$ cat src/rtl/core/cdq_pkg.sv
// Package for the circular deque: sizes, command codes and the result
// status record passed from the pointer control to the top level.
// No dependencies.
`default_nettype none

package cdq_pkg;

   localparam int DEPTH   = 1024;
   localparam int PTR_W   = $clog2(DEPTH);
   localparam int CNT_W   = $clog2(DEPTH + 1);
   localparam int WORD_W  = 32;
   localparam int CMD_W   = 3;

   typedef enum logic [CMD_W-1:0] {
      CMD_PUSH_FRONT = 3'd0,
      CMD_PUSH_BACK  = 3'd1,
      CMD_POP_FRONT  = 3'd2,
      CMD_POP_BACK   = 3'd3,
      CMD_PEEK_FRONT = 3'd4,
      CMD_PEEK_BACK  = 3'd5
   } cdq_cmd_type;

   typedef struct packed {
      logic             data_valid;
      logic             rejected;
      logic [CNT_W-1:0] count;
      logic             is_empty;
      logic             is_full;
   } cdq_status_type;

   typedef struct packed {
      logic             we;
      logic             re;
      logic [PTR_W-1:0] addr;
   } cdq_ram_ctl_type;

endpackage

`default_nettype wire

$ cat src/rtl/core/cdq_ctrl.sv
// Head, tail and count registers of the deque; decodes each command into a
// store access, if it needs one, and the status of its result. Depends on cdq_pkg.
`default_nettype none

module cdq_ctrl
   import cdq_pkg::*;
(
   input  wire logic             clock,
   input  wire logic             reset,
   input  wire logic             accept,
   input  wire logic [CMD_W-1:0] cmd,
   output      cdq_ram_ctl_type  ram_ctl,
   output      cdq_status_type   status
);

   logic [PTR_W-1:0] head_ff, head_in;
   logic [PTR_W-1:0] tail_ff, tail_in;
   logic [CNT_W-1:0] count_ff, count_in;
   logic             empty, full;
   logic [PTR_W-1:0] head_prev, head_next, tail_prev, tail_next;

   function automatic logic [PTR_W-1:0] ring_next(input logic [PTR_W-1:0] p);
      return (p == PTR_W'(DEPTH - 1)) ? '0 : p + PTR_W'(1);
   endfunction

   function automatic logic [PTR_W-1:0] ring_prev(input logic [PTR_W-1:0] p);
      return (p == '0) ? PTR_W'(DEPTH - 1) : p - PTR_W'(1);
   endfunction

   always_ff @(posedge clock) begin
      if (reset) begin
         head_ff  <= PTR_W'(1);
         tail_ff  <= '0;
         count_ff <= '0;
      end else if (accept) begin
         head_ff  <= head_in;
         tail_ff  <= tail_in;
         count_ff <= count_in;
      end
   end

   always_comb begin
      empty     = (count_ff == '0);
      full      = (count_ff == CNT_W'(DEPTH));
      head_prev = ring_prev(head_ff);
      head_next = ring_next(head_ff);
      tail_prev = ring_prev(tail_ff);
      tail_next = ring_next(tail_ff);

      head_in            = head_ff;
      tail_in            = tail_ff;
      count_in           = count_ff;
      ram_ctl.we         = 1'b0;
      ram_ctl.re         = 1'b0;
      ram_ctl.addr       = head_ff;
      status.data_valid  = 1'b0;
      status.rejected    = 1'b0;

      case (cdq_cmd_type'(cmd))
         CMD_PUSH_FRONT: begin
            if (full) begin
               status.rejected = 1'b1;
            end else begin
               head_in      = head_prev;
               ram_ctl.we   = accept;
               ram_ctl.addr = head_prev;
               count_in     = count_ff + CNT_W'(1);
            end
         end
         CMD_PUSH_BACK: begin
            if (full) begin
               status.rejected = 1'b1;
            end else begin
               tail_in      = tail_next;
               ram_ctl.we   = accept;
               ram_ctl.addr = tail_next;
               count_in     = count_ff + CNT_W'(1);
            end
         end
         CMD_POP_FRONT: begin
            if (empty) begin
               status.rejected = 1'b1;
            end else begin
               head_in           = head_next;
               ram_ctl.re        = accept;
               ram_ctl.addr      = head_ff;
               status.data_valid = 1'b1;
               count_in          = count_ff - CNT_W'(1);
            end
         end
         CMD_POP_BACK: begin
            if (empty) begin
               status.rejected = 1'b1;
            end else begin
               tail_in           = tail_prev;
               ram_ctl.re        = accept;
               ram_ctl.addr      = tail_ff;
               status.data_valid = 1'b1;
               count_in          = count_ff - CNT_W'(1);
            end
         end
         CMD_PEEK_FRONT: begin
            if (empty) begin
               status.rejected = 1'b1;
            end else begin
               ram_ctl.re        = accept;
               ram_ctl.addr      = head_ff;
               status.data_valid = 1'b1;
            end
         end
         CMD_PEEK_BACK: begin
            if (empty) begin
               status.rejected = 1'b1;
            end else begin
               ram_ctl.re        = accept;
               ram_ctl.addr      = tail_ff;
               status.data_valid = 1'b1;
            end
         end
         default: begin
            // unused codes change nothing
         end
      endcase

      status.count    = count_in;
      status.is_empty = (count_in == '0);
      status.is_full  = (count_in == CNT_W'(DEPTH));
   end

endmodule

`default_nettype wire
$ cat config.mk
export PLATFORM = sky130hd
export DESIGN_NAME = cdq_ctrl
export DESIGN_NICKNAME = d
export VERILOG_FILES = /design/src/rtl/core/cdq_pkg.sv /design/src/rtl/core/cdq_ctrl.sv
export SDC_FILE = /design/constraint.sdc
export NUM_CORES = 1
export LEC_CHECK = 0
export ABC_AREA = 1
export BUFFER_PORTS_ARGS = -buffer_cell sky130_fd_sc_hd__buf_4
export CORE_ASPECT_RATIO = 1.25
export CORE_MARGIN = 2
export CORE_UTILIZATION = 55
export CTS_CLUSTER_SIZE = 20
export DETAILED_ROUTE_END_ITERATION = 8
export PLACE_DENSITY = 0.75
export SETUP_SLACK_MARGIN = 0.15
export SLEW_MARGIN = 40
export SYNTH_ARGS = -nofsm -noshare
export SYNTH_HDL_FRONTEND = slang
export SYNTH_SLANG_ARGS = --single-unit
$ cat constraint.sdc
create_clock -name clock -period 4.5 [get_ports clock]
set_clock_uncertainty 0.15 [all_clocks]
set_input_delay 0.225 -clock clock [delete_from_list [all_inputs] [get_ports clock]]
set_output_delay 0.225 -clock clock [all_outputs]
set_load 0.05 [all_outputs]
Word level (Yosys, flattened, before mapping) --
Cells that the tools add are included. Widths: inputs -> output; s select.
Cells by class: multiplexer cells 25, equal/unequal tests 12, $add $sub $neg 6, reduce and logical (&&, ||, !) cells 14
Operators with widths (number):
- $mux 10 | 9
- $mux 11 | 4
- $pmux 10 s2 | 2
- $pmux 10 s4 | 1
- $eq 11x11->1 const B | 2
- $logic_not 11->1 | 2
- $pmux 11 s2 | 1
- $add 10x1->10 const B | 2
- $eq 10x10->1 const B | 2
- $logic_not 10->1 | 2
- $sub 10x1->10 const B | 2
- $add 11x1->11 const B | 1
- $sub 11x1->11 const B | 1
- $reduce_or 2->1 | 4
- $eq 3x2->1 const B | 2
- $eq 3x3->1 const B | 2
- $mux 1 | 6
- $ne 2x2->1 const B | 3
- $pmux 1 s2 | 2
- $reduce_and 4->1 | 1
- $reduce_bool 2->1 | 2
- $reduce_or 4->1 | 1
- $eq 3x1->1 const B | 1
- $logic_not 3->1 | 1
- $reduce_and 3->1 | 1
Storage, ports and cells: register bits 31, input bits 6

Longest topological paths before layout --
Gate-level depths: netlist of run 1.
word-level depth 4, mapped depth 14

Worst setup path after synthesis of run 1 --
Ideal clock, no wire load.
kind flip-flop to output port, from register count_ff[0], to output port status[0] in the netlist's numbering, buffers on the path 1, arrival time 2752 ps, path slack 1373 ps, required time 4125 ps, stages on the path, launching flop included 14, path through dfxtp_1 > buf_2 > inv_1 > ha_1 > nand2_4 > nor2_8 > nand2_2 > nand3_1 > nand3_1 > inv_1 > nand2_1 > nor2_1 > nand2_1 > nor2_1
RTL lines:
- start, declared | line cdq_ctrl.sv:18 | logic [CNT_W-1:0] count_ff, count_in;
- start signal, assigned | line cdq_ctrl.sv:38 | count_ff <= count_in;
- end, declared | line cdq_ctrl.sv:13 | output cdq_status_type status

==> results of run 1 <==
-- Yosys cell counts (2+ instances only) --
cell and n:
sky130_fd_sc_hd__o22ai_1 3, sky130_fd_sc_hd__a31oi_1 6, sky130_fd_sc_hd__clkinv_1 2, sky130_fd_sc_hd__ha_1 6, sky130_fd_sc_hd__nand4_1 19, sky130_fd_sc_hd__o21ai_1 16
sky130_fd_sc_hd__inv_1 74, sky130_fd_sc_hd__xor2_1 14, sky130_fd_sc_hd__nor2_4 3, sky130_fd_sc_hd__buf_2 9, sky130_fd_sc_hd__o21ai_0 31, sky130_fd_sc_hd__nand2_4 2
sky130_fd_sc_hd__dfxtp_1 31, sky130_fd_sc_hd__nor2_2 4, sky130_fd_sc_hd__o211ai_1 5, sky130_fd_sc_hd__buf_6 4, sky130_fd_sc_hd__a21oi_1 40, sky130_fd_sc_hd__nand3_1 67
sky130_fd_sc_hd__inv_2 10, sky130_fd_sc_hd__nand3_4 2, sky130_fd_sc_hd__nand2_1 153, sky130_fd_sc_hd__nand3_2 2, sky130_fd_sc_hd__nor3_1 10, sky130_fd_sc_hd__o2111ai_1 2
sky130_fd_sc_hd__clkbuf_1 6, sky130_fd_sc_hd__nand2_2 5, sky130_fd_sc_hd__nor2_1 64
-- per-stage QoR --
step	util, %	total power [W]	cell area, sq um	cells	setup WS [ns]
final	61.0	0.000948	3710	708	1.42
after global routing	61.0	0.00100	3710	708	1.16
after CTS	61.0	0.000946	3710	708	1.45
after detailed placement	59.6	0.000725	3630	700	1.77
after global placement	59.6	0.000722	3630	700	1.82
after floorplan	-	0.000626	3400	603	1.37
-- routing by layer --
metal	share of wire (%)	vias to the layer above	wire, um
met5	0	-	0
met4	3.9	0	417
met3	5.5	38	596
met2	51	173	5520
met1	39	1850	4260
li1	-	2016	-
-- state kept, by name, indices dropped and copies added, names as in the netlist --
signal	count
tail_ff	10
count_ff	11
head_ff	10
-- final timing paths --
path / from / end / cells after the start
worst min-delay path: accept / count_ff[3] / 2
worst max register to register: count_ff[0] / tail_ff[1] / 12
worst min register to register: tail_ff[7] / tail_ff[7] / 2
worst max-delay path: count_ff[0] / ram_ctl[0] / 12
-- layout by cell type (no fill, tap or decap), drive strengths merged --
cell type / n
nand2: 160
inv: 84
nor2: 72
nand3: 71
o21ai: 48
a21oi: 41
buf: 32
dfxtp: 31
nand4: 19
xor2: 14
nor3: 10
a31oi: 6
ha: 6
clkbuf: 6
o211ai: 5
o22ai: 3
clkinv: 3
or2: 3
o2111ai: 2
o21a: 1
xnor2: 1
o22a: 1
o221ai: 1
a21boi: 1
o31ai: 1
clkinvlp: 1
-- cell families after synthesis --
logic type	count (synthesis)	synth area share, %
buf+inv	106	13.0
fa+ha+maj	6	2.21
compound gates	110	17.8
xor+xnor	15	3.86
flops	31	18.3
simple gates	335	44.9
-- critical path: cells and delay by family (launching register included) --
kind | cells | cell delay, ns
fa+ha+maj | 1 | 0.30
compound gates | 1 | 0.30
flops | 1 | 0.51
simple gates | 7 | 0.81
buf+inv | 3 | 0.49
-- cell type report --
type	count	area [sq um]
Fill cell	660	2370
Clock buffer	6	72.6
Sequential cell	31	621
Clock inverter	2	12.5
Tap cell	85	106
Multi-Input combinational cell	466	2340
Inverter	86	323
Timing Repair Buffer	32	240
-- report_power, final --
group          switching [W]  internal (W)  total, W
clock network       0.000117      0.000108  0.000225
logic               0.000285      0.000116  0.000401
registers          0.0000312      0.000290  0.000321
==> summary.md, run 1 <==
The run finished with clean final reports. Portion of synthesized cell area occupied by the leading cell type: 18.3%. The region available for standard cell placement spans 6090 sq um. The clock root buffer is sky130_fd_sc_hd__clkbuf_8. For the die footprint, the log shows 6830 sq um.

The routed design has 10,800 um of wire. Dividing the final minimum period by the clock period gives 68.3%. After detailed routing, the average wire length per cell comes to 15.2 um. Entering global routing, the biggest net connects 19 pins. Measured along the y axis, the die boundary spans 91.9 um. The critical path is of the reg -> out type.

Row generation in the floorplan step produced 32 rows. After clock tree synthesis, the clock-pin slew on the worst setup and hold paths is 0.07 ns. Max-slew violation count: 0. For this design, the sink count on the clock tree is 31. The slew at the pin with the worst max-slew slack came out at 0.625 ns. Setup repair after global routing left no endpoint under its margin.

The tool flagged a number of max-cap violations equal to 0. For this run, the top clock speed supported by timing is 0.325 GHz. The die boundary width came out at 74.3 um.

The hold buffer count at CTS came out at 0. The count of synthesis-stage warnings from yosys is 0, and the minimum clock period after layout is 3.08 ns. After routing, the total negative slack on setup checks comes to 0 ns.

The repair_antennas step left the layout with diodes totalling 0. The tools report the synthesized netlist cell count as 603. After detailed routing, the number of remaining DRC violations is 0. The via-per-instance ratio is 5.76. The headroom to the max-slew limit was 58.3%; the total routing resource utilization after global routing was 33.1%. The run gives 615 as the post-synthesis net count. The logs give 0 for the setup-violating endpoint count in the final report and 33 for the boundary pin count.

In this run, the number of DRC markers left after iteration 0 of detailed routing was 411. Final hold analysis gives a worst-case slack of 0.0627 ns. The number of global-route vias before repair was 3,836; the average cell area after synthesis was 5.64 sq um. For this run, the detailed router's first-pass iteration total came to 6. The tools report the clock insertion delay at the later pin of the skew report as 0.28 ns. The slack of the worst reg-to-reg path was 1.96 ns; the global placement routability congestion was 0.981. Busiest layer in global routing: met2. In this run the post-CTS setup repair buffer count came out at 0. The tools report the sequential-to-total area share from yosys stat as 18.3%. The category of the worst setup path launch point was a flip-flop. The endpoint arrival time on the critical path came out at 2.70 ns. TritonCTS built the clock tree.

Once detailed placement completed, the half-perimeter wirelength came to 8350 um. Most prevalent standard cell on the critical path: sky130_fd_sc_hd__nand2_1. Counting along the longest clock path gives a buffer depth of 2.

The detailed-route via count is 4,077, and the number of synthesized flops with an enable pin is 0. The share of final-layout standard cells stronger than drive strength 1 is 11.4%. Walking the worst path, the cells encountered are inv_1 -> ha_1 -> nand2_1 -> nor2_2 -> nand3_4 -> inv_2 -> nand2_2 -> nand2_1 -> a21oi_2 -> or2_1 -> nand4_1 -> buf_4.

For this design the static power due to leakage is 1.82 nW. In the final design database the tool counted 634 nets. Path class of the lowest-slack min-delay path: in -> reg. VDD sags by at most 0.174 mV.

Of all cell types, the one taking the most synthesized area is sky130_fd_sc_hd__dfxtp_1. The number of different library cells used by synthesis comes to 40. The tools report the kind of end point of the critical path as an output pin. For the worst setup path, the data required time is 4.12 ns. Of all nets on the critical path, the largest fanout is 17.

The initial core utilization was 55.9%. The tools report the final-report hold violation count as 0. The global-route met1 utilization is 38.6%, and the count of nets left with antenna violations after detail routing is 0. For this design the ratio of total power to cell area is 255 nW/um^2. By area the synthesized netlist is led by sky130_fd_sc_hd__dfxtp_1 18%, sky130_fd_sc_hd__nand2_1 17%, sky130_fd_sc_hd__nand3_1 9.9%.

For the post-synth design cell area, the log shows 3400 sq um. The critical path's slowest cell is sky130_fd_sc_hd__dfxtp_1. The number of gates given a new drive strength after cts is 0, and the first-pass GRT wire length is 17,800 um. Compared with the post-synthesis result, the final layout area differs by 9.16%. The logs give 0 for the initial antenna violation count and 3.74% for the met3 capacity usage during global routing. Dominant synthesized flop cell: sky130_fd_sc_hd__dfxtp_1.

The number of buffers inserted by port buffering was 32. The run gives 59.2% as the met2 capacity usage during global routing. The fraction of synthesis flops using an asynchronous set or reset pin works out to 0%. On the worst path, the slowest cell contributes a delay of 0.51 ns. Synthesis inferred 31 register bits. Summed over all layers, the global routing overflow is 0. The H-tree was split into 2 levels. The number of buffers created by CTS came out at 5.
(Power assumes the default switching activity.)
==> run 2, diff against run 1 <==
- PLACE_DENSITY: 0.75 -> 0.78
- clock period: 4.5 -> 2.5 ns (I/O delays scaled with it)
==> run 2 against run 1 <==
Compared with the run above:
- register-to-register slack got worse by 1.5 ns
- clock power up 92%
- hold slack better by 0.14 ns
- total power increased by 110%
- die area unchanged
- critical path type unchanged
==> summary.md, run 2 (same netlist as run 1, synthesis figures left out) <==
The maximum fanout count along the critical path works out to 6 (-11). The worst setup path is launched from a flip-flop. The run gives 4,116 (+7.3%) as the number of global-route vias before repair. The clock root buffer is sky130_fd_sc_hd__clkbuf_8.

The max-slew violation count was 0 (unchanged); the share of final-layout standard cells stronger than drive strength 1 was 31.7% (+20 points). The antenna diode count was 0 (unchanged). The capture endpoint of the worst hold path is head_ff[0]. The run gives 55.9% (unchanged) as the initial core utilization. The startpoint identified for the worst register-to-register timing path is head_ff[0]. The setup TNS after final layout was 0 ns (unchanged). In the layout the commonest cells are 133 x sky130_fd_sc_hd__nand2_1, 64 x sky130_fd_sc_hd__inv_1, 56 x sky130_fd_sc_hd__buf_4.

Compared with the post-synthesis result, the final layout area differs by 37.6%. For the H-tree level count, the log shows 2 (unchanged). Post-CTS clock slew at the launch and capture registers of the worst setup and hold paths: 0.07 ns (about the same).

The tools report the sum of internal, switching and leakage power as 0.00196 W (+110%). The category of the most critical setup path was reg -> out. The depth of the worst register-to-register path was 10 (-2); the headroom to the max-slew limit was 60.0% (+1.7 points). The clock insertion delay at the later pin of the skew report is 0.29 ns (about the same). For the count of nets left with antenna violations after detail routing, the log shows 0 (unchanged).

The number of buffers inserted by port buffering was 32 (unchanged); the aggregate global routing overflow was 0 (unchanged). The logs give 2.23 ns (-1.89 ns) for the data required time of the worst path and 19 (unchanged) for the largest net degree at the start of global routing. The number of nets at the end of the flow is 677 (+6.8%), and the post-detailed-route wirelength per cell is 16.1 um (+5.4%).

The number of core rows was 32 (unchanged). The tools report the number of buffers created by CTS as 5 (unchanged). The path class of the tightest hold or removal check is in -> reg. The tools report the maximum clock path buffer count as 2 (unchanged). Leaving out fill and tap cells, the most frequent cell in the layout is sky130_fd_sc_hd__nand2_1.

The via-per-instance ratio is 5.92 (+2.8%). The tools report the global placement routability congestion as 0.966 (-1.5%). The power density of the placed cells is 420 nW/um^2 (+64%), and the boundary pin count is 33 (unchanged). The number of sinks driven by the clock tree was 31 (unchanged).

Leakage power: 2.22 nW (+22%). The tools report the die footprint as 6830 sq um (unchanged). The tools report the highest ir drop seen on vdd as 0.270 mV (+55%).

The slew at the pin with the worst max-slew slack came out at 0.599 ns (-0.0255 ns). The sum of net half-perimeters after detailed placement was 8320 um (-0.37%); the endpoint arrival time on the critical path was 2.15 ns (-0.55 ns). In this run the critical register-to-register path is captured at head_ff[3]. STA classifies the critical path endpoint as an output pin. Number of flip-flops in the largest register: 11 (unchanged).

The instance count along the most critical hold path came out at 5 (+3). The largest register by flop count is count_ff. Setup repair after global routing could not meet its margin everywhere. The run gives 0 (unchanged) as the residual DRC count. The detailed-route via count came out at 4,438 (+8.9%).

The slack of the worst reg-to-reg path was 0.42 ns (-1.54 ns). The setup-violating endpoint count in the final report was 0 (unchanged); the total iterations of the first detailed-routing run was 5 (-1). The final wirelength is 12,000 um (+12%), and the initial DRC count is 286 (-30%).

In this run the most critical hold path is launched from cmd[1]. The largest registers in the layout are count_ff x11, head_ff x10, tail_ff x10. Maximum achievable frequency: 0.413 GHz. TritonCTS built the clock tree. The area inside the core boundary is 6090 sq um (unchanged), and the minimum clock period after layout is 2.42 ns. Total routing resource utilization after global routing: 35.0% (+1.9 points).

Die boundary width: 74.3 um (unchanged). The run gives 0 (unchanged) as the final-report hold violation count. Of the available clock period, the critical path in the final layout requires 96.9%.

The first-pass GRT wire length was 19,000 um (+7.2%). The max-cap violation count is 0 (unchanged). The height of the die works out to 91.9 um (unchanged). Initial antenna violation count: 0 (unchanged).

The run finished with clean final reports.
==> run 2: cell types whose count changed in the layout (fill, tap and decap cells not counted), moves of 13 or more <==
cell,change
sky130_fd_sc_hd__buf_4,+24
sky130_fd_sc_hd__nand2_1,-20
sky130_fd_sc_hd__nand3_1,-15
sky130_fd_sc_hd__nor2_1,-15
sky130_fd_sc_hd__dfxtp_1,-14
sky130_fd_sc_hd__nor2_4,+13
==> run 2: how the worst max path moves through the flow <==
stage	cells past startpoint	slack [ns]	startpoint	end
3_5_place_dp	13	0.09	count_ff[1]	status[1]
5_1_grt	13	-0.03	count_ff[1]	status[0]
2_1_floorplan	11	0.17	count_ff[0]	ram_ctl[9]
6_report	13	0.08	count_ff[1]	status[0]
4_1_cts	13	0.1	count_ff[0]	ram_ctl[4]
3_3_place_gp	13	0.14	count_ff[1]	status[1]
==> run 2: power breakdown <==
group | total [W] | switching, W | internal, W
logic | 0.000956 | 0.000626 | 0.000330
registers | 0.000576 | 0.0000528 | 0.000524
clock network | 0.000431 | 0.000215 | 0.000216
==> run 2: layer usage <==
| metal | GRT usage (%) | part of all wire [%] | up-vias |
|---|---|---|---|
| met1 | 40.0 | 37 | 2023 |
| met4 | 19.3 | 5.5 | 0 |
| met5 | 0 | 0 | - |
| met2 | 60.0 | 50 | 246 |
| li1 | - | - | 2107 |
| met3 | 5.93 | 7.6 | 62 |
==> run 2: layout make-up <==
class / instances / area [sq um]
sequential: 31 / 653
clock inverter: 1 / 5.00
fill: 473 / 1410
clock buffer: 6 / 82.6
inverter: 86 / 335
multi-input combinational: 466 / 2820
tap: 85 / 106
timing repair buffer: 75 / 673
==> run 2: what timing repair did <==
action / 4_1_cts / 5_1_grt
setup endpoints to repair: 12 / 15
setup buffers: 21 / 6
cloned: 1 / 0
pin swaps: 21 / 24
hold buffers: 2 / 0
hold endpoints to repair: 8 / 0
gates resized for setup: 54 / 97
==> run 2: metrics by stage <==
step,instances,cell area [sq um],util [%],worst slack [ns],hold slack (ns)
floorplan,603,3500,-,0.165,0.131
finish,750,4680,76.9,0.0766,0.202
global placement,713,3820,62.7,0.141,0.240
detailed placement,713,3820,62.7,0.0920,0.250
CTS,744,4300,70.6,0.0996,0.185
global route,750,4680,76.9,-0.0274,0.223
==> run 2: worst max-delay path, stage by stage, from the launching register on <==
cell and delay, ns:
sky130_fd_sc_hd__dfxtp_2 0.35, sky130_fd_sc_hd__inv_2 0.08, sky130_fd_sc_hd__ha_4 0.17, sky130_fd_sc_hd__nand2_4 0.08, sky130_fd_sc_hd__nor2_8 0.21, sky130_fd_sc_hd__nand3_2 0.11
sky130_fd_sc_hd__nand3_2 0.09, sky130_fd_sc_hd__nand2_1 0.06, sky130_fd_sc_hd__nor2_2 0.15, sky130_fd_sc_hd__nand2_2 0.09, sky130_fd_sc_hd__nor2_4 0.11, sky130_fd_sc_hd__nand2_4 0.10
sky130_fd_sc_hd__nor2_4 0.12, sky130_fd_sc_hd__buf_8 0.15
